`config.mk`:
```
export PLATFORM = sky130hd
export DESIGN_NAME = arp_responder_core
export DESIGN_NICKNAME = d
export VERILOG_FILES = /design/src/hw/rtl/arp_pkg.sv /design/src/hw/rtl/arp_responder_core.sv
export SDC_FILE = /design/constraint.sdc
export NUM_CORES = 1
export LEC_CHECK = 0
export ABC_AREA = 0
export BUFFER_PORTS_ARGS = -buffer_cell sky130_fd_sc_hd__buf_2
export CORE_ASPECT_RATIO = 1.75
export CORE_MARGIN = 10
export CORE_UTILIZATION = 55
export CTS_BUF_LIST = sky130_fd_sc_hd__clkbuf_8
export CTS_CLUSTER_DIAMETER = 100
export DETAILED_ROUTE_END_ITERATION = 10
export PLACE_DENSITY_LB_ADDON = 0.05
export SLEW_MARGIN = 20
export SYNTH_ARGS = -nofsm -noshare
export SYNTH_HDL_FRONTEND = slang
export SYNTH_SLANG_ARGS = --single-unit
```
`constraint.sdc`:
```
create_clock -name i_clk -period 9.39 [get_ports i_clk]
set_input_delay 1.4085 -clock i_clk [delete_from_list [all_inputs] [get_ports i_clk]]
set_output_delay 1.4085 -clock i_clk [all_outputs]
set_load 0.05 [all_outputs]
```
`src/hw/rtl/arp_pkg.sv`:
```
package arp_pkg;

    // frame layout
    localparam logic [5:0] FRAME_LEN = 6'd42;

    // fixed header values of an arp frame for ipv4 over ethernet
    localparam logic [15:0] ETH_TYPE_ARP = 16'h0806;
    localparam logic [15:0] HTYPE_ETH    = 16'h0001;
    localparam logic [15:0] PTYPE_IPV4   = 16'h0800;
    localparam logic [7:0]  HLEN_MAC     = 8'd6;
    localparam logic [7:0]  PLEN_IPV4    = 8'd4;
    localparam logic [15:0] OP_REQUEST   = 16'h0001;
    localparam logic [15:0] OP_REPLY     = 16'h0002;

    // configuration register indexes
    localparam logic CFG_OWN_MAC = 1'b0;
    localparam logic CFG_OWN_IP  = 1'b1;

    // status codes of a result item
    typedef enum logic [2:0] {
        ST_NOT_ARP     = 3'd0,
        ST_BAD_HDR     = 3'd1,
        ST_REQ_OTHER   = 3'd2,
        ST_REPLIED     = 3'd3,
        ST_REPLY_OTHER = 3'd4,
        ST_CACHED      = 3'd5,
        ST_OTHER_OP    = 3'd6,
        ST_SHORT       = 3'd7
    } t_status;

    // byte of the arp reply frame at a given position
    function automatic logic [7:0] reply_byte(
        input logic [5:0]  pos,
        input logic [47:0] peer_mac,
        input logic [47:0] own_mac,
        input logic [31:0] own_ip,
        input logic [31:0] peer_ip
    );
        logic [7:0] b;
        b = 8'h00;
        case (pos) inside
            [6'd0:6'd5]:   b = peer_mac[8*(5 - int'(pos)) +: 8];
            [6'd6:6'd11]:  b = own_mac[8*(11 - int'(pos)) +: 8];
            6'd12:         b = ETH_TYPE_ARP[15:8];
            6'd13:         b = ETH_TYPE_ARP[7:0];
            6'd14:         b = HTYPE_ETH[15:8];
            6'd15:         b = HTYPE_ETH[7:0];
            6'd16:         b = PTYPE_IPV4[15:8];
            6'd17:         b = PTYPE_IPV4[7:0];
            6'd18:         b = HLEN_MAC;
            6'd19:         b = PLEN_IPV4;
            6'd20:         b = OP_REPLY[15:8];
            6'd21:         b = OP_REPLY[7:0];
            [6'd22:6'd27]: b = own_mac[8*(27 - int'(pos)) +: 8];
            [6'd28:6'd31]: b = own_ip[8*(31 - int'(pos)) +: 8];
            [6'd32:6'd37]: b = peer_mac[8*(37 - int'(pos)) +: 8];
            [6'd38:6'd41]: b = peer_ip[8*(41 - int'(pos)) +: 8];
            default:       b = 8'h00;
        endcase
        return b;
    endfunction

endpackage

```
`src/hw/rtl/arp_responder_core.sv`:
```
// a status item is registered once the last frame byte is taken; the first reply
//   byte passes the reply generator, then the output register; one frame byte per
//   cycle in; a reply streams 42 items, one per cycle unless the output stalls, while
//   the next frame is taken; a last byte waits until the reply is out
// reset: synchronous, active low; clears own_mac, own_ip, cache, byte count, header flag
module arp_responder_core (
    input  logic        i_clk,
    input  logic        i_rst_n,
    // configuration writes
    input  logic        i_cfg_valid,
    output logic        o_cfg_ready,
    input  logic        i_cfg_index,
    input  logic [47:0] i_cfg_data,
    // received frame bytes
    input  logic        i_s_tvalid,
    output logic        o_s_tready,
    input  logic [7:0]  i_s_tdata,   // [7:0] rx_byte
    input  logic        i_s_tlast,   // rx_last
    // result items
    output logic        o_m_tvalid,
    input  logic        i_m_tready,
    output logic [87:0] o_m_tdata,   // [7:0] tx_byte, [39:8] cache_ip, [87:40] cache_mac
    output logic [3:0]  o_m_tuser,   // [2:0] status, [3] cache_valid
    output logic        o_m_tlast    // tx_last
);

    // configuration
    logic [47:0] r_own_mac;
    logic [31:0] r_own_ip;

    // frame capture
    logic [5:0]  r_byte_count, n_byte_count;
    logic [47:0] r_peer_mac, n_peer_mac;
    logic [15:0] r_eth_type, n_eth_type;
    logic        r_header_ok, n_header_ok;
    logic [15:0] r_opcode, n_opcode;
    logic [47:0] r_sender_mac, n_sender_mac;
    logic [31:0] r_sender_ip, n_sender_ip;
    logic [47:0] r_target_mac, n_target_mac;
    logic [31:0] r_target_ip, n_target_ip;

    // one-entry cache
    logic [31:0] r_entry_ip;
    logic [47:0] r_entry_mac;
    logic        r_entry_written;

    // reply generator
    logic        r_tx_active;
    logic [5:0]  r_tx_pos;
    logic [47:0] r_rep_peer;
    logic [31:0] r_rep_sip;

    // output register
    logic        r_out_valid;
    arp_pkg::t_status r_out_status;
    logic [7:0]  r_out_byte;
    logic        r_out_last;
    logic        r_out_cvalid;
    logic [31:0] r_out_cip;
    logic [47:0] r_out_cmac;

    logic             out_free;
    logic             s_fire;
    logic             frame_end;
    logic             gen_load;
    logic             cache_load;
    arp_pkg::t_status status;

    assign o_cfg_ready = 1'b1;
    assign out_free    = !r_out_valid || i_m_tready;
    // a last byte is held while a reply is still streaming or the output is full
    assign o_s_tready  = !i_s_tlast || (!r_tx_active && out_free);
    assign s_fire      = i_s_tvalid && o_s_tready;
    assign frame_end   = s_fire && i_s_tlast;
    assign gen_load    = r_tx_active && out_free;
    assign cache_load  = frame_end && (status == arp_pkg::ST_CACHED);

    // capture of the incoming byte by position
    always_comb begin
        n_byte_count = r_byte_count;
        n_peer_mac   = r_peer_mac;
        n_eth_type   = r_eth_type;
        n_header_ok  = r_header_ok;
        n_opcode     = r_opcode;
        n_sender_mac = r_sender_mac;
        n_sender_ip  = r_sender_ip;
        n_target_mac = r_target_mac;
        n_target_ip  = r_target_ip;
        if (r_byte_count < arp_pkg::FRAME_LEN) begin
            n_byte_count = r_byte_count + 6'd1;
            case (r_byte_count) inside
                [6'd6:6'd11]:  n_peer_mac = {r_peer_mac[39:0], i_s_tdata};
                [6'd12:6'd13]: n_eth_type = {r_eth_type[7:0], i_s_tdata};
                6'd14: begin
                    if (i_s_tdata != arp_pkg::HTYPE_ETH[15:8]) n_header_ok = 1'b0;
                end
                6'd15: begin
                    if (i_s_tdata != arp_pkg::HTYPE_ETH[7:0]) n_header_ok = 1'b0;
                end
                6'd16: begin
                    if (i_s_tdata != arp_pkg::PTYPE_IPV4[15:8]) n_header_ok = 1'b0;
                end
                6'd17: begin
                    if (i_s_tdata != arp_pkg::PTYPE_IPV4[7:0]) n_header_ok = 1'b0;
                end
                6'd18: begin
                    if (i_s_tdata != arp_pkg::HLEN_MAC) n_header_ok = 1'b0;
                end
                6'd19: begin
                    if (i_s_tdata != arp_pkg::PLEN_IPV4) n_header_ok = 1'b0;
                end
                [6'd20:6'd21]: n_opcode     = {r_opcode[7:0], i_s_tdata};
                [6'd22:6'd27]: n_sender_mac = {r_sender_mac[39:0], i_s_tdata};
                [6'd28:6'd31]: n_sender_ip  = {r_sender_ip[23:0], i_s_tdata};
                [6'd32:6'd37]: n_target_mac = {r_target_mac[39:0], i_s_tdata};
                [6'd38:6'd41]: n_target_ip  = {r_target_ip[23:0], i_s_tdata};
                default: ;
            endcase
        end
    end

    // frame verdict, checked in order: length, ethertype, header, opcode
    always_comb begin
        if (n_byte_count < arp_pkg::FRAME_LEN) begin
            status = arp_pkg::ST_SHORT;
        end else if (n_eth_type != arp_pkg::ETH_TYPE_ARP) begin
            status = arp_pkg::ST_NOT_ARP;
        end else if (!n_header_ok) begin
            status = arp_pkg::ST_BAD_HDR;
        end else if (n_opcode == arp_pkg::OP_REQUEST) begin
            status = (n_target_ip == r_own_ip) ? arp_pkg::ST_REPLIED : arp_pkg::ST_REQ_OTHER;
        end else if (n_opcode == arp_pkg::OP_REPLY) begin
            status = (n_target_mac == r_own_mac) ? arp_pkg::ST_CACHED
                                                 : arp_pkg::ST_REPLY_OTHER;
        end else begin
            status = arp_pkg::ST_OTHER_OP;
        end
    end

    // control state
    always_ff @(posedge i_clk) begin
        if (!i_rst_n) begin
            r_own_mac       <= '0;
            r_own_ip        <= '0;
            r_byte_count    <= '0;
            r_header_ok     <= 1'b1;
            r_entry_ip      <= '0;
            r_entry_mac     <= '0;
            r_entry_written <= 1'b0;
            r_tx_active     <= 1'b0;
            r_tx_pos        <= '0;
            r_out_valid     <= 1'b0;
        end else begin
            // configuration writes
            if (i_cfg_valid) begin
                if (i_cfg_index == arp_pkg::CFG_OWN_MAC) r_own_mac <= i_cfg_data;
                else                                     r_own_ip  <= i_cfg_data[31:0];
            end
            // byte count and header flag restart after each frame
            if (s_fire) begin
                r_byte_count <= frame_end ? 6'd0 : n_byte_count;
                r_header_ok  <= frame_end ? 1'b1 : n_header_ok;
            end
            // cache update
            if (cache_load) begin
                r_entry_ip      <= n_sender_ip;
                r_entry_mac     <= n_sender_mac;
                r_entry_written <= 1'b1;
            end
            // reply generator
            if (frame_end && status == arp_pkg::ST_REPLIED) begin
                r_tx_active <= 1'b1;
                r_tx_pos    <= '0;
            end else if (gen_load) begin
                r_tx_pos <= r_tx_pos + 6'd1;
                if (r_tx_pos == arp_pkg::FRAME_LEN - 6'd1) r_tx_active <= 1'b0;
            end
            // output valid
            if (gen_load || (frame_end && status != arp_pkg::ST_REPLIED)) begin
                r_out_valid <= 1'b1;
            end else if (i_m_tready) begin
                r_out_valid <= 1'b0;
            end
        end
    end

    // payload registers
    always_ff @(posedge i_clk) begin
        if (s_fire) begin
            r_peer_mac   <= n_peer_mac;
            r_eth_type   <= n_eth_type;
            r_opcode     <= n_opcode;
            r_sender_mac <= n_sender_mac;
            r_sender_ip  <= n_sender_ip;
            r_target_mac <= n_target_mac;
            r_target_ip  <= n_target_ip;
        end
        // reply fields held while the reply streams out
        if (frame_end && status == arp_pkg::ST_REPLIED) begin
            r_rep_peer <= n_peer_mac;
            r_rep_sip  <= n_sender_ip;
        end
        if (gen_load) begin
            r_out_status <= arp_pkg::ST_REPLIED;
            r_out_byte   <= arp_pkg::reply_byte(r_tx_pos, r_rep_peer, r_own_mac,
                                                r_own_ip, r_rep_sip);
            r_out_last   <= (r_tx_pos == arp_pkg::FRAME_LEN - 6'd1);
            r_out_cvalid <= r_entry_written;
            r_out_cip    <= r_entry_ip;
            r_out_cmac   <= r_entry_mac;
        end else if (frame_end && status != arp_pkg::ST_REPLIED) begin
            r_out_status <= status;
            r_out_byte   <= 8'h00;
            r_out_last   <= 1'b1;
            r_out_cvalid <= cache_load ? 1'b1 : r_entry_written;
            r_out_cip    <= cache_load ? n_sender_ip : r_entry_ip;
            r_out_cmac   <= cache_load ? n_sender_mac : r_entry_mac;
        end
    end

    // output ports
    assign o_m_tvalid = r_out_valid;
    assign o_m_tdata  = {r_out_cmac, r_out_cip, r_out_byte};
    assign o_m_tuser  = {r_out_cvalid, r_out_status};
    assign o_m_tlast  = r_out_last;

    // checks
    a_pos_range: assert property (@(posedge i_clk) disable iff (!i_rst_n)
        r_tx_active |-> (r_tx_pos < arp_pkg::FRAME_LEN))
        else $error("reply position out of range");

    a_count_sat: assert property (@(posedge i_clk) disable iff (!i_rst_n)
        r_byte_count <= arp_pkg::FRAME_LEN)
        else $error("byte count beyond frame length");

    a_no_end_in_reply: assert property (@(posedge i_clk) disable iff (!i_rst_n)
        (i_s_tvalid && o_s_tready && i_s_tlast) |-> !r_tx_active)
        else $error("frame end taken while reply streams");

    a_reply_ends_last: assert property (@(posedge i_clk) disable iff (!i_rst_n)
        $fell(r_tx_active) |-> (r_out_valid && r_out_last))
        else $error("reply ended without a last item");

endmodule

```
=== Yosys cells after proc, flatten, opt, wreduce, memory -nomap -nowiden ===
Index checks and enable logic that the tools add are counted.

* Output and inout bits: 96
* Logic and storage cells: 256
* Flip-flop bits (word level): 589

* Muxes and demuxes: 123
* Order comparisons: 28
* Eq/ne operators: 29
* Reductions and logical operators: 35
* Shifts and indexed selects: 6
* Bitwise gates (word level): 2
* $add $sub $neg: 8

{| class="wikitable"
|+ Operators with widths
! cell !! count
|-
| $mux W48 || 29
|-
| $mux W32 || 29
|-
| $mux W16 || 13
|-
| $shiftx A48 B10 Y8 || 4
|-
| $mux W8 || 18
|-
| $shiftx A32 B10 Y8 || 2
|-
| $eq A6 B5 Y1 const B || 10
|-
| $eq A48 B48 Y1 || 1
|-
| $eq A6 B4 Y1 const B || 6
|-
| $eq A32 B32 Y1 || 1
|-
| $ge A6 B5 Y1 const B || 5
|-
| $le A6 B5 Y1 const B || 5
|-
| $mux W1 || 27
|-
| $ge A6 B6 Y1 const B || 4
|-
| $le A6 B6 Y1 const B || 4
|-
| $logic_and A1 B1 Y1 || 20
|-
| $le A6 B4 Y1 const B || 3
|-
| $eq A16 B1 Y1 const B || 1
|-
| $eq A16 B2 Y1 const B || 1
|-
| $ne A16 B12 Y1 const B || 1
|-
| $ne A8 B3 Y1 const B || 2
|-
| $sub A5 B6 Y7 const A || 2
|-
| $sub A6 B6 Y7 const A || 2
|-
| $add A6 B1 Y6 const B || 2
|-
| other kinds (23) || 39
|}

=== Longest topological paths before layout ===
Gate-level depths: netlist of run 1.

* Word-level depth: 27
* Gate-level depth with buffers: 16
* Mapped depth without buffers: 11

=== Least setup slack after synthesis of run 1 ===
OpenSTA, ideal clock, no wires.

* Path type: input port to flip-flop
* Start point: input i_m_tready
* End point: register r_out_last (netlist: o_m_tlast) (enable)
* Setup slack: -1651 ps
* Setup time: 444 ps
* Data required time: 8946 ps
* Data arrival time: 10597 ps
* Stages on the path: 8
* Cells stage by stage: nor2b_1 o21ai_0 nand2_1 inv_1 nand2_1 a21oi_1 nor2_1 inv_1

* Word-level cells in the longest chain between the ends: 7
* Elaborated cells between the ends (all ways): 8

{| class="wikitable"
|+ Ends and longest elaborated chain
! what !! RTL line !! source
|-
| from (decl) || arp_responder_core.sv:21 || <nowiki>input logic i_m_tready,</nowiki>
|-
| $logic_or A1 B1 Y1 || arp_responder_core.sv:70 || <nowiki>assign out_free = !r_out_valid || i_m_tready;</nowiki>
|-
| $logic_and A1 B1 Y1 || arp_responder_core.sv:72 || <nowiki>assign o_s_tready = !i_s_tlast || (!r_tx_active && out_free);</nowiki>
|-
| $logic_or A1 B1 Y1 || arp_responder_core.sv:72 ||
|-
| via o_s_tready || arp_responder_core.sv:16 || <nowiki>output logic o_s_tready,</nowiki>
|-
| $logic_and A1 B1 Y1 || arp_responder_core.sv:73 || <nowiki>assign s_fire = i_s_tvalid && o_s_tready;</nowiki>
|-
| via s_fire || arp_responder_core.sv:63 || <nowiki>logic s_fire;</nowiki>
|-
| $logic_and A1 B1 Y1 || arp_responder_core.sv:74 || <nowiki>assign frame_end = s_fire && i_s_tlast;</nowiki>
|-
| $logic_and A1 B1 Y1 || arp_responder_core.sv:211 || <nowiki>end else if (frame_end && status != arp_pkg::ST_REPLIED) begin</nowiki>
|-
| $reduce_bool A2 Y1 (no source line) || n/a ||
|-
| to (signal assigned) || arp_responder_core.sv:207 || <nowiki>r_out_last <= (r_tx_pos == arp_pkg::FRAME_LEN - 6'd1);</nowiki>
|-
| to (decl) || arp_responder_core.sv:57 || <nowiki>logic r_out_last;</nowiki>
|}

The timed path passes the listed nets, and every way through them passes these cells.
A chain may end at the register's enable or synchronous reset.

=== Worst setup path after layout of run 1 ===
* Start point: register r_byte_count[1]
* End point: register r_rep_peer[45] (enable)

* Word-level cells in the longest chain between the ends: 24
* Elaborated cells between the ends (all ways): 94

{| class="wikitable"
|+ Ends and longest elaborated chain
! what !! RTL line !! source
|-
| from (decl) || arp_responder_core.sv:32 || <nowiki>logic [5:0] r_byte_count, n_byte_count;</nowiki>
|-
| from (signal assigned) || arp_responder_core.sv:161 || <nowiki>r_byte_count <= frame_end ? 6'd0 : n_byte_count;</nowiki>
|-
| $ge A6 B6 Y1 (no source line) or $le A6 B6 Y1 (tied branches) || n/a ||
|-
| $logic_and A1 B1 Y1 (no source line) || n/a ||
|-
| $mux W48 (12 in series) || arp_responder_core.sv:91 || <nowiki>case (r_byte_count) inside</nowiki>
|-
| $mux W48 (*) || arp_responder_core.sv:89 || <nowiki>if (r_byte_count < arp_pkg::FRAME_LEN) begin</nowiki>
|-
| via n_target_mac[19] || arp_responder_core.sv:39 || <nowiki>logic [47:0] r_target_mac, n_target_mac;</nowiki>
|-
| $eq A48 B48 Y1 (*) || arp_responder_core.sv:133 || <nowiki>status = (n_target_mac == r_own_mac) ? arp_pkg::ST_CACHED</nowiki>
|-
| $mux W1 (*) || arp_responder_core.sv:133 ||
|-
| $mux W2 (*) || arp_responder_core.sv:132 || <nowiki>end else if (n_opcode == arp_pkg::OP_REPLY) begin</nowiki>
|-
| $mux W3 (*) || arp_responder_core.sv:130 || <nowiki>end else if (n_opcode == arp_pkg::OP_REQUEST) begin</nowiki>
|-
| $mux W3 (*) || arp_responder_core.sv:128 || <nowiki>end else if (!n_header_ok) begin</nowiki>
|-
| $mux W3 (*) || arp_responder_core.sv:126 || <nowiki>end else if (n_eth_type != arp_pkg::ETH_TYPE_ARP) begin</nowiki>
|-
| $mux W3 (*) || arp_responder_core.sv:124 || <nowiki>if (n_byte_count < arp_pkg::FRAME_LEN) begin</nowiki>
|-
| $eq A3 B2 Y1 (*) || arp_responder_core.sv:199 || <nowiki>if (frame_end && status == arp_pkg::ST_REPLIED) begin</nowiki>
|-
| $logic_and A1 B1 Y1 (*) || arp_responder_core.sv:199 ||
|-
| to (signal assigned) || arp_responder_core.sv:200 || <nowiki>r_rep_peer <= n_peer_mac;</nowiki>
|-
| to (decl) || arp_responder_core.sv:50 || <nowiki>logic [47:0] r_rep_peer;</nowiki>
|}

The timed path passes the listed nets; every way through them passes the cells marked *.

==> results of run 1 <==
[worst max-delay path: stages, from the launching register on]
cell and delay (ps):
dfxtp_1 390, inv_1 130, ha_1 270, nor2_4 90
a211oi_4 230, buf_4 620, mux2_2 440, a2bb2o_4 220
a2111oi_2 360, nand4_1 230, o21ai_2 230, nand4b_1 480
inv_2 1000, buf_4 520
[metrics by stage]
stage / setup slack (ps) / total power [µW] / hold slack [ps]
2_1_floorplan: 818 / 3240 / 430
3_3_place_gp: 3380 / 3400 / 438
3_5_place_dp: 3290 / 3400 / 450
4_1_cts: 3670 / 5460 / 459
5_1_grt: 3410 / 5610 / 472
6_report: 3770 / 5420 / 459
[power by group through the flow]
stage | Clock [µW] | Combinational (µW) | Sequential [µW]
5_1_grt | 2220 | 407 | 2980
3_5_place_dp | 0 | 375 | 3030
2_1_floorplan | 0 | 204 | 3030
3_3_place_gp | 0 | 371 | 3030
6_report | 2070 | 379 | 2970
4_1_cts | 2110 | 377 | 2970
[worst max path at each step]
stage,start,end,cells after the start
final,r_byte_count[1],r_rep_peer[45],13
after global routing,r_byte_count[1],r_rep_peer[45],13
after CTS,r_byte_count[1],r_rep_peer[45],13
after detailed placement,i_s_tdata[1],r_rep_peer[2],11
after global placement,i_s_tdata[1],r_rep_peer[10],11
after floorplan,i_m_tready,o_m_tlast,8
[logic make-up (layout without fill, tap and decap cells)]
| group | count (synthesis) | after routing | share of synthesized area (%) |
|---|---|---|---|
| other cells | 1 | 4 | 0.0135 |
| xor+xnor | 61 | 61 | 1.93 |
| flops | 589 | 589 | 57.3 |
| compound gates | 349 | 349 | 8.83 |
| fa+ha+maj | 17 | 17 | 0.767 |
| simple gates | 646 | 646 | 10.5 |
| buf+inv | 230 | 435 | 3.67 |
| mux | 397 | 397 | 17.0 |
[metal layers]
metal	track usage [%]	routed length, µm	up-vias
li1	-	-	8617
met1	29.5	29600	9347
met2	46.3	41500	677
met3	4.83	4450	233
met4	18.4	5830	6
met5	0	32	-
[cell type report]
| class | count | area (µm²) |
|---|---|---|
| multi-input combinational | 1471 | 10900 |
| tap | 660 | 826 |
| clock inverter | 60 | 329 |
| fill | 4179 | 19100 |
| timing repair buffer | 173 | 953 |
| inverter | 100 | 382 |
| sequential | 589 | 15900 |
| clock buffer | 102 | 1400 |
| antenna | 3 | 7.51 |
[cells in the mapped netlist (4+ instances only)]
library cell,n,area share [%]
nand2_1,436,5.9
edfxtp_1,410,44
mux2_2,235,9.5
dfxtp_1,179,13
mux2i_1,103,3.7
inv_1,98,1.3
clkbuf_1,85,1.2
a21boi_0,83,2.2
o21ai_0,82,1.5
a21oi_1,42,0.76
xnor2_1,38,1.2
nor2_1,34,0.46
mux4_2,32,2.6
nor2b_1,29,0.65
mux2_1,27,1.1
o22ai_1,25,0.56
nor4_1,23,0.52
xor2_1,23,0.73
nand2b_1,22,0.50
nand4_1,18,0.41
buf_6,17,0.69
ha_1,17,0.77
buf_1,16,0.22
nor3_1,15,0.27
nand3_1,14,0.25
a22oi_1,13,0.35
and3_1,13,0.29
a221oi_1,9,0.28
o221ai_1,9,0.28
o2bb2ai_1,9,0.28
a2111oi_0,7,0.22
a211oi_1,7,0.19
a222oi_1,7,0.25
a22o_1,7,0.22
buf_2,7,0.13
and2_1,6,0.14
o2111ai_1,6,0.19
a31oi_1,5,0.11
buf_4,5,0.14
nor3b_1,5,0.14
or2_2,5,0.11
a21o_1,4,0.11
o211ai_1,4,0.11
[registers in the layout, indices dropped and copies added (netlist names), 6 cells and up]
| signal | flops |
|---|---|
| r_out_cmac | 48 |
| r_rep_peer | 48 |
| r_entry_mac | 48 |
| r_tx_pos | 6 |
| r_target_ip | 32 |
| r_sender_mac | 48 |
| r_out_byte | 8 |
| r_peer_mac | 48 |
| r_rep_sip | 32 |
| r_opcode | 16 |
| r_eth_type | 16 |
| r_own_mac | 48 |
| r_own_ip | 32 |
| r_entry_ip | 32 |
| r_target_mac | 48 |
| r_sender_ip | 32 |
| r_out_cip | 32 |
| r_byte_count | 6 |
==> qor.txt, run 1 <==
outcome - finished, final reports clean
clk_skew - 41.5 ps
Final Cell Area - 0.0307 mm²
Logic pwr share - 7.0%
Async S/R FF share, synth - 0%
pin count of the biggest net entering global routing - 182
Tmin final - 5620 ps
initial antenna violation count - 5
GP Congestion - 1.04
sequential-to-total area share from yosys stat - 57.3%
Site Rows - 108
critical-path maximum fanout - 61
r2r endpoint - r_rep_peer[45]
Via-to-Cell Ratio - 5.98
Min-Delay Path Class - reg2reg
# IOs - 159
vias in the first global route - 19,500
Final period util - 59.8%
switch share - 25.2%
CTS tree - yes
final net count - 2,502
die height - 317 µm
syn_nets - 2,370
input/output buffers - 157
Crit path required time - 9710 ps
Skew-Pair Late Insertion Delay - 680 ps
Num CTS Buffers - 87
post-route insts no fill - 3,158
total track usage - 26.8%
Net Sw Power - 1370 µW
FF-to-FF path depth - 13
share of power burned in registers - 54.9%
internal power - 4060 µW
commonest non-fill, non-tap cell in the layout - nand2_1
area grow syn2layout - 10.5%
FF+latch count, synth - 589
WHS Endpoint - r_entry_written
number of synthesized flops with an enable pin - 410
core box area - 0.0497 mm²
Resized cells post-CTS - 0
cell area after synthesis - 0.0277 mm²
Post-Syn Instances - 2,290
setup TNS - 0 ps
Max clock buf depth - 3
hold path cells - 2
grt total ovfl - 0
Cell Area, Placed - 0.0289 mm²
Clock power frac - 38.1%
Num Clock Sinks - 589
Die ar. - 0.0602 mm²
HP Start - r_entry_written
worst-margin pin slew - 1130 ps
hold-fix buffers at CTS - 0
reg-to-reg critical path startpoint - r_byte_count[1]
layout cells sized above 1 - 23.4%
detailed-route via count - 18,900
Max-cap violations - 0
Root Buffer - clkbuf_8
CP endpoint kind - register
final wirelength - 81,400 µm
Yosys warnings - 0
post-route ant nets - 0
drt first pass iters - 6
Mean Syn Cell Area - 12.1 µm²
Startpoint Class - register
HPWL Detailed - 57,400 µm
unrepaired setup endpoints after global routing - false
initial drt markers - 1,423
Die W - 190 µm
routed len/inst - 25.8 µm
Setup CP Type - reg2reg
DRC viols - 0
Main synth FF type - edfxtp_1
Final setup viols - 0
crit path DAT - 5940 ps
Post-CTS Repair Setup Buffers - 0
Starting Density - 55.8%
Yosys cell types - 86
commonest non-fill, non-tap cells in the layout - 435 x nand2_1, 410 x edfxtp_1, 235 x mux2_2, 178 x dfxtp_1, 156 x buf_2
worst-case vdd ir drop - 0.000140 V
max frequency - 0.178 GHz
Pwr per Cell Area - 177 mW/mm²
Leak Pwr - 0.0117 µW
CTS H-tree lvls - 3
Reg clk slew, reported paths - 60 ps
Final Hold Vio Count - 0
Relative slew margins - 24.9%
first-pass GRT wire length - 121,000 µm
placed insts - 2,992
final core occ - 61.7%
R2R Setup Slk - 3770 ps
Slew Viols, Final - 0
No activity file was read; power rests on OpenSTA's default activity.
==> run 2: changes to the inputs <==
==> constraint.sdc (replaced) <==
create_clock -name i_clk -period 4.7 [get_ports i_clk]
set_input_delay 0.705 -clock i_clk [delete_from_list [all_inputs] [get_ports i_clk]]
set_output_delay 0.705 -clock i_clk [all_outputs]
set_load 0.05 [all_outputs]
==> run 2 against run 1 <==
  * Clock-buffer cell count increased by 6
  * Critical path type unchanged
  * Global-route usage increased by 0.50 points
  * Hold slack got worse by 170 ps
  * Sequential cell count unchanged
  * Routed wire length increased by 1.6%
  * Critical path depth increased by 1
  * Die area unchanged
==> qor.txt, run 2 (synthesis gave the netlist of run 1 again) <==
Max clock buf depth - 3
detailed-route via count - 19,100
Num CTS Buffers - 86
total track usage - 27.3%
Post-CTS Repair Setup Buffers - 0
Skew-Pair Late Insertion Delay - 680 ps
setup TNS - 0 ps
Hold WS - 287 ps
Min-Delay Path Class - in2reg
hold-fix buffers at CTS - 0
Die W - 190 µm
Startpoint Class - register
unrepaired setup endpoints after global routing - false
pin count of the biggest net entering global routing - 177
post-route insts no fill - 3,231
Reg clk slew, reported paths - 70 ps
CP endpoint kind - register
critical-path maximum fanout - 32
Pwr per Cell Area - 348 mW/mm²
routed len/inst - 25.6 µm
Via-to-Cell Ratio - 5.91
Die ar. - 0.0602 mm²
setup ws final - 352 ps
Relative slew margins - 27.8%
Final Hold Vio Count - 0
outcome - finished, final reports clean
Final period util - 92.5%
core box area - 0.0497 mm²
GP Congestion - 1.05
Filler Cells Inserted - 4,016
Resized cells post-CTS - 0
layout cells sized above 1 - 26.0%
Site Rows - 108
max frequency - 0.230 GHz
crit path DAT - 4740 ps
final wirelength - 82,700 µm
Final Power - 11,000 µW
vias in the first global route - 19,800
placed insts - 3,065
Crit path required time - 5100 ps
DRC viols - 0
clk_skew - 34.9 ps
worst-margin pin slew - 1080 ps
input/output buffers - 157
final net count - 2,574
Starting Density - 55.8%
grt total ovfl - 0
# IOs - 159
worst-case vdd ir drop - 0.000319 V
CTS tree - yes
CTS H-tree lvls - 3
post-route ant nets - 0
initial drt markers - 1,265
Tmin final - 4350 ps
commonest non-fill, non-tap cells in the layout - 435 x nand2_1, 410 x edfxtp_1, 235 x mux2_2, 177 x dfxtp_1, 156 x buf_2
Final setup viols - 0
initial antenna violation count - 4
Root Buffer - clkbuf_8
Setup CP Type - reg2reg
die height - 317 µm
Slew Viols, Final - 0
Leak Pwr - 0.0122 µW
commonest non-fill, non-tap cell in the layout - nand2_1
pre-CTS setup slack - 409 ps
area grow syn2layout - 13.5%
Num Clock Sinks - 589
Max-cap violations - 0
drt first pass iters - 5
HPWL Detailed - 60,400 µm
first-pass GRT wire length - 124,000 µm
-- run 2: changes by cell type in the layout (fill, tap and decap cells not counted), sizes merged --
cell      change
buf          +73
bufinv        +1
clkbuf        +6
clkinv       -14
clkinvlp      +2
diode         +2
inv           +3
-- run 2: worst paths after layout --
| kind | start | endpoint | slack (ps) | cells past startpoint |
|---|---|---|---|---|
| max | r_byte_count[0] | r_out_cmac[7] | 350 | 14 |
| min | i_cfg_data[42] | r_own_mac[42] | 290 | 3 |
| max reg2reg | r_byte_count[0] | r_out_cmac[7] | 350 | 14 |
| min reg2reg | r_entry_mac[44] | r_entry_mac[44] | 460 | 2 |
-- run 2: area by class of cell --
class / count / area [µm²] / area share (%)
inverter: 100 / 383 / 1.22
timing repair buffer: 246 / 1680 / 5.34
tap: 660 / 826 / 2.62
antenna: 5 / 12.5 / 0.0397
multi-input combinational: 1471 / 10900 / 34.6
sequential: 589 / 15900 / 50.5
clock inverter: 52 / 320 / 1.02
clock buffer: 108 / 1490 / 4.72
-- run 2: per-layer routing --
layer	track usage (%)	share of wire (%)
met1	29.6	36
met2	48.8	52
met3	4.54	4.8
met4	16.9	6.4
met5	0	0
-- run 2: critical path, stage by stage, from the launching register on --
cell and delay, ps:
dfxtp_1 420, ha_1 290, nor2_4 100, a211oi_4 640, buf_12 250, mux2_2 370, xor2_1 160, a2111oi_2 300
nand4_1 250, buf_4 210, o21ai_2 180, nand4_1 120, buf_4 230, buf_12 200, mux2_1 340
-- run 2: metrics by stage --
| stage | utilization, % | cell area [µm²] |
|---|---|---|
| floorplan | - | 27800 |
| CTS | 63.3 | 31500 |
| detailed placement | 59.6 | 29700 |
| global route | 63.3 | 31500 |
| finish | 63.3 | 31500 |
| global placement | 59.6 | 29700 |
-- run 2: power breakdown --
group	switching [µW]	total, µW	leakage (µW)	internal (µW)
combinational	527	783	0.00573	256
sequential	172	5930	0.00538	5760
clock	2010	4260	0.00105	2250
total	2710	11000	0.0122	8270
==> run 3: changes to the inputs <==
--- a/config.mk
+++ b/config.mk
@@ -7,9 +7,11 @@
 export LEC_CHECK = 0
 export ABC_AREA = 0
 export BUFFER_PORTS_ARGS = -buffer_cell sky130_fd_sc_hd__buf_2
+export CELL_PAD_IN_SITES_DETAIL_PLACEMENT = 1
+export CELL_PAD_IN_SITES_GLOBAL_PLACEMENT = 1
 export CORE_ASPECT_RATIO = 1.75
 export CORE_MARGIN = 10
-export CORE_UTILIZATION = 55
+export CORE_UTILIZATION = 47
 export CTS_BUF_LIST = sky130_fd_sc_hd__clkbuf_8
 export CTS_CLUSTER_DIAMETER = 100
 export DETAILED_ROUTE_END_ITERATION = 10
==> run 3 against run 2 <==
  * Sequential cell count is the same
  * Global-route usage is 1.0 points lower
  * Clock skew decreased by 5.9 ps
  * Design area about the same
  * Hold slack got worse by 38 ps
  * Setup slack got worse by 93 ps
  * Die area grew 16%
  * Sequential power barely moved
  * Via count rose by 0.67%
  * Combinational power is 2% higher
  * Sequential share of layout area is essentially flat
  * Routed wire length up 11%
  * Critical path type unchanged
==> qor.txt, run 3 (synthesis gave the netlist of run 1 again) <==
outcome - finished, final reports clean
Site Rows - 117
Relative slew margins - 28.9%
Startpoint Class - register
Num CTS Buffers - 90
Post-CTS Repair Setup Buffers - 0
Num Clock Sinks - 589
Die W - 204 µm
Setup CP Type - reg2reg
final wirelength - 92,100 µm
Final Cell Area - 0.0315 mm²
total track usage - 26.3%
Max-cap violations - 0
Via-to-Cell Ratio - 5.78
commonest non-fill, non-tap cells in the layout - 434 x nand2_1, 410 x edfxtp_1, 235 x mux2_2, 177 x dfxtp_1, 156 x buf_2
Root Buffer - clkbuf_8
GP Congestion - 0.930
final core occ - 54.1%
Min-Delay Path Class - in2reg
pin count of the biggest net entering global routing - 190
initial drt markers - 1,086
Crit path required time - 5140 ps
Filler Cells Inserted - 6,122
first-pass GRT wire length - 136,000 µm
routed len/inst - 27.7 µm
Slew Viols, Final - 0
Starting Density - 47.6%
Net Sw Power - 2850 µW
layout cells sized above 1 - 25.9%
critical-path maximum fanout - 28
Skew-Pair Late Insertion Delay - 710 ps
Die ar. - 0.0695 mm²
Multi-input gate area - 0.0109 mm²
Final Hold Vio Count - 0
CP endpoint kind - register
DRC viols - 0
Pwr per Cell Area - 356 mW/mm²
internal power - 8370 µW
hold-fix buffers at CTS - 0
vias in the first global route - 20,900
clk_skew - 29.0 ps
worst-case vdd ir drop - 0.000252 V
grt total ovfl - 0
CTS tree - yes
Cell Area, Placed - 0.0296 mm²
Resized cells post-CTS - 0
initial antenna violation count - 3
drt first pass iters - 5
register area - 0.0159 mm²
CTS H-tree lvls - 3
worst-margin pin slew - 1070 ps
post-route ant nets - 0
max frequency - 0.225 GHz
switch share - 25.4%
area grow syn2layout - 13.5%
Final period util - 94.5%
Logic pwr share - 7.1%
input/output buffers - 157
Reg clk slew, reported paths - 70 ps
die height - 341 µm
Max clock buf depth - 3
Clock power frac - 39.9%
HPWL Detailed - 67,600 µm
Final setup viols - 0
share of power burned in registers - 53.0%
final net count - 2,557
core box area - 0.0583 mm²
detailed-route via count - 19,200
# IOs - 159
unrepaired setup endpoints after global routing - false
commonest non-fill, non-tap cell in the layout - nand2_1
Tmin final - 4440 ps
Leak Pwr - 0.0121 µW
crit path DAT - 4880 ps
-- run 3: cell count changes in the layout (fill, tap and decap cells not counted), moves of 3 or more --
cell / change
clkbuf_8: -5
clkinv_1: +8
inv_1: -12
buf_4: -17
buf_12: -4
clkinv_2: +14
bufinv_16: +3
diode_2: -4
-- run 3: worst paths after layout --
| path | cells past startpoint | slack (ps) | end | startpoint |
|---|---|---|---|---|
| setup / recovery | 12 | 260 | r_out_cmac[10] | r_own_ip[3] |
| hold reg to reg | 2 | 460 | r_entry_written | r_entry_written |
| hold / removal | 3 | 250 | r_own_mac[35] | i_cfg_data[35] |
| setup reg to reg | 12 | 260 | r_out_cmac[10] | r_own_ip[3] |
-- run 3: worst max-delay path: stages, from the launching register on --
cell	delay [ps]
dfxtp_1	490
inv_1	140
a2111oi_0	780
buf_4	220
nand4_1	150
or4_1	580
a222oi_1	500
a41oi_1	230
o21ai_2	130
nand4_1	180
buf_12	230
buf_12	190
mux2_1	330
-- run 3: stage by stage --
stage	TNS [ps]	setup WS (ps)	total power [µW]	std cells	hold WS [ps]
2_1_floorplan	-623120	-2040	6470	2290	430
3_3_place_gp	0	253	6830	3156	438
3_5_place_dp	0	258	6860	3157	443
4_1_cts	0	210	11300	3324	191
5_1_grt	0	88.9	11600	3326	226
6_report	0	259	11200	3326	249
-- run 3: metal layers --
metal	up-vias	GRT usage, %	part of all wire, %
li1	8723	-	-
met1	9816	27.5	36
met2	494	48.4	54
met3	188	4.77	4.5
met4	2	14.4	5.6
met5	-	0	0.014
-- run 3: cell type report --
class | count | share of cell area, %
antenna | 1 | 0.00794
clock buffer | 103 | 4.50
clock inverter | 64 | 1.44
inverter | 100 | 1.22
multi-input combinational | 1471 | 34.6
sequential | 589 | 50.5
tap | 773 | 3.07
timing repair buffer | 225 | 4.72
-- run 3: power groups by stage --
stage	logic [µW]	registers, µW	clock network (µW)
final	801	5950	4470
after global routing	864	5960	4800
after CTS	804	5950	4590
after detailed placement	802	6050	0
after global placement	778	6050	0
after floorplan	410	6060	0
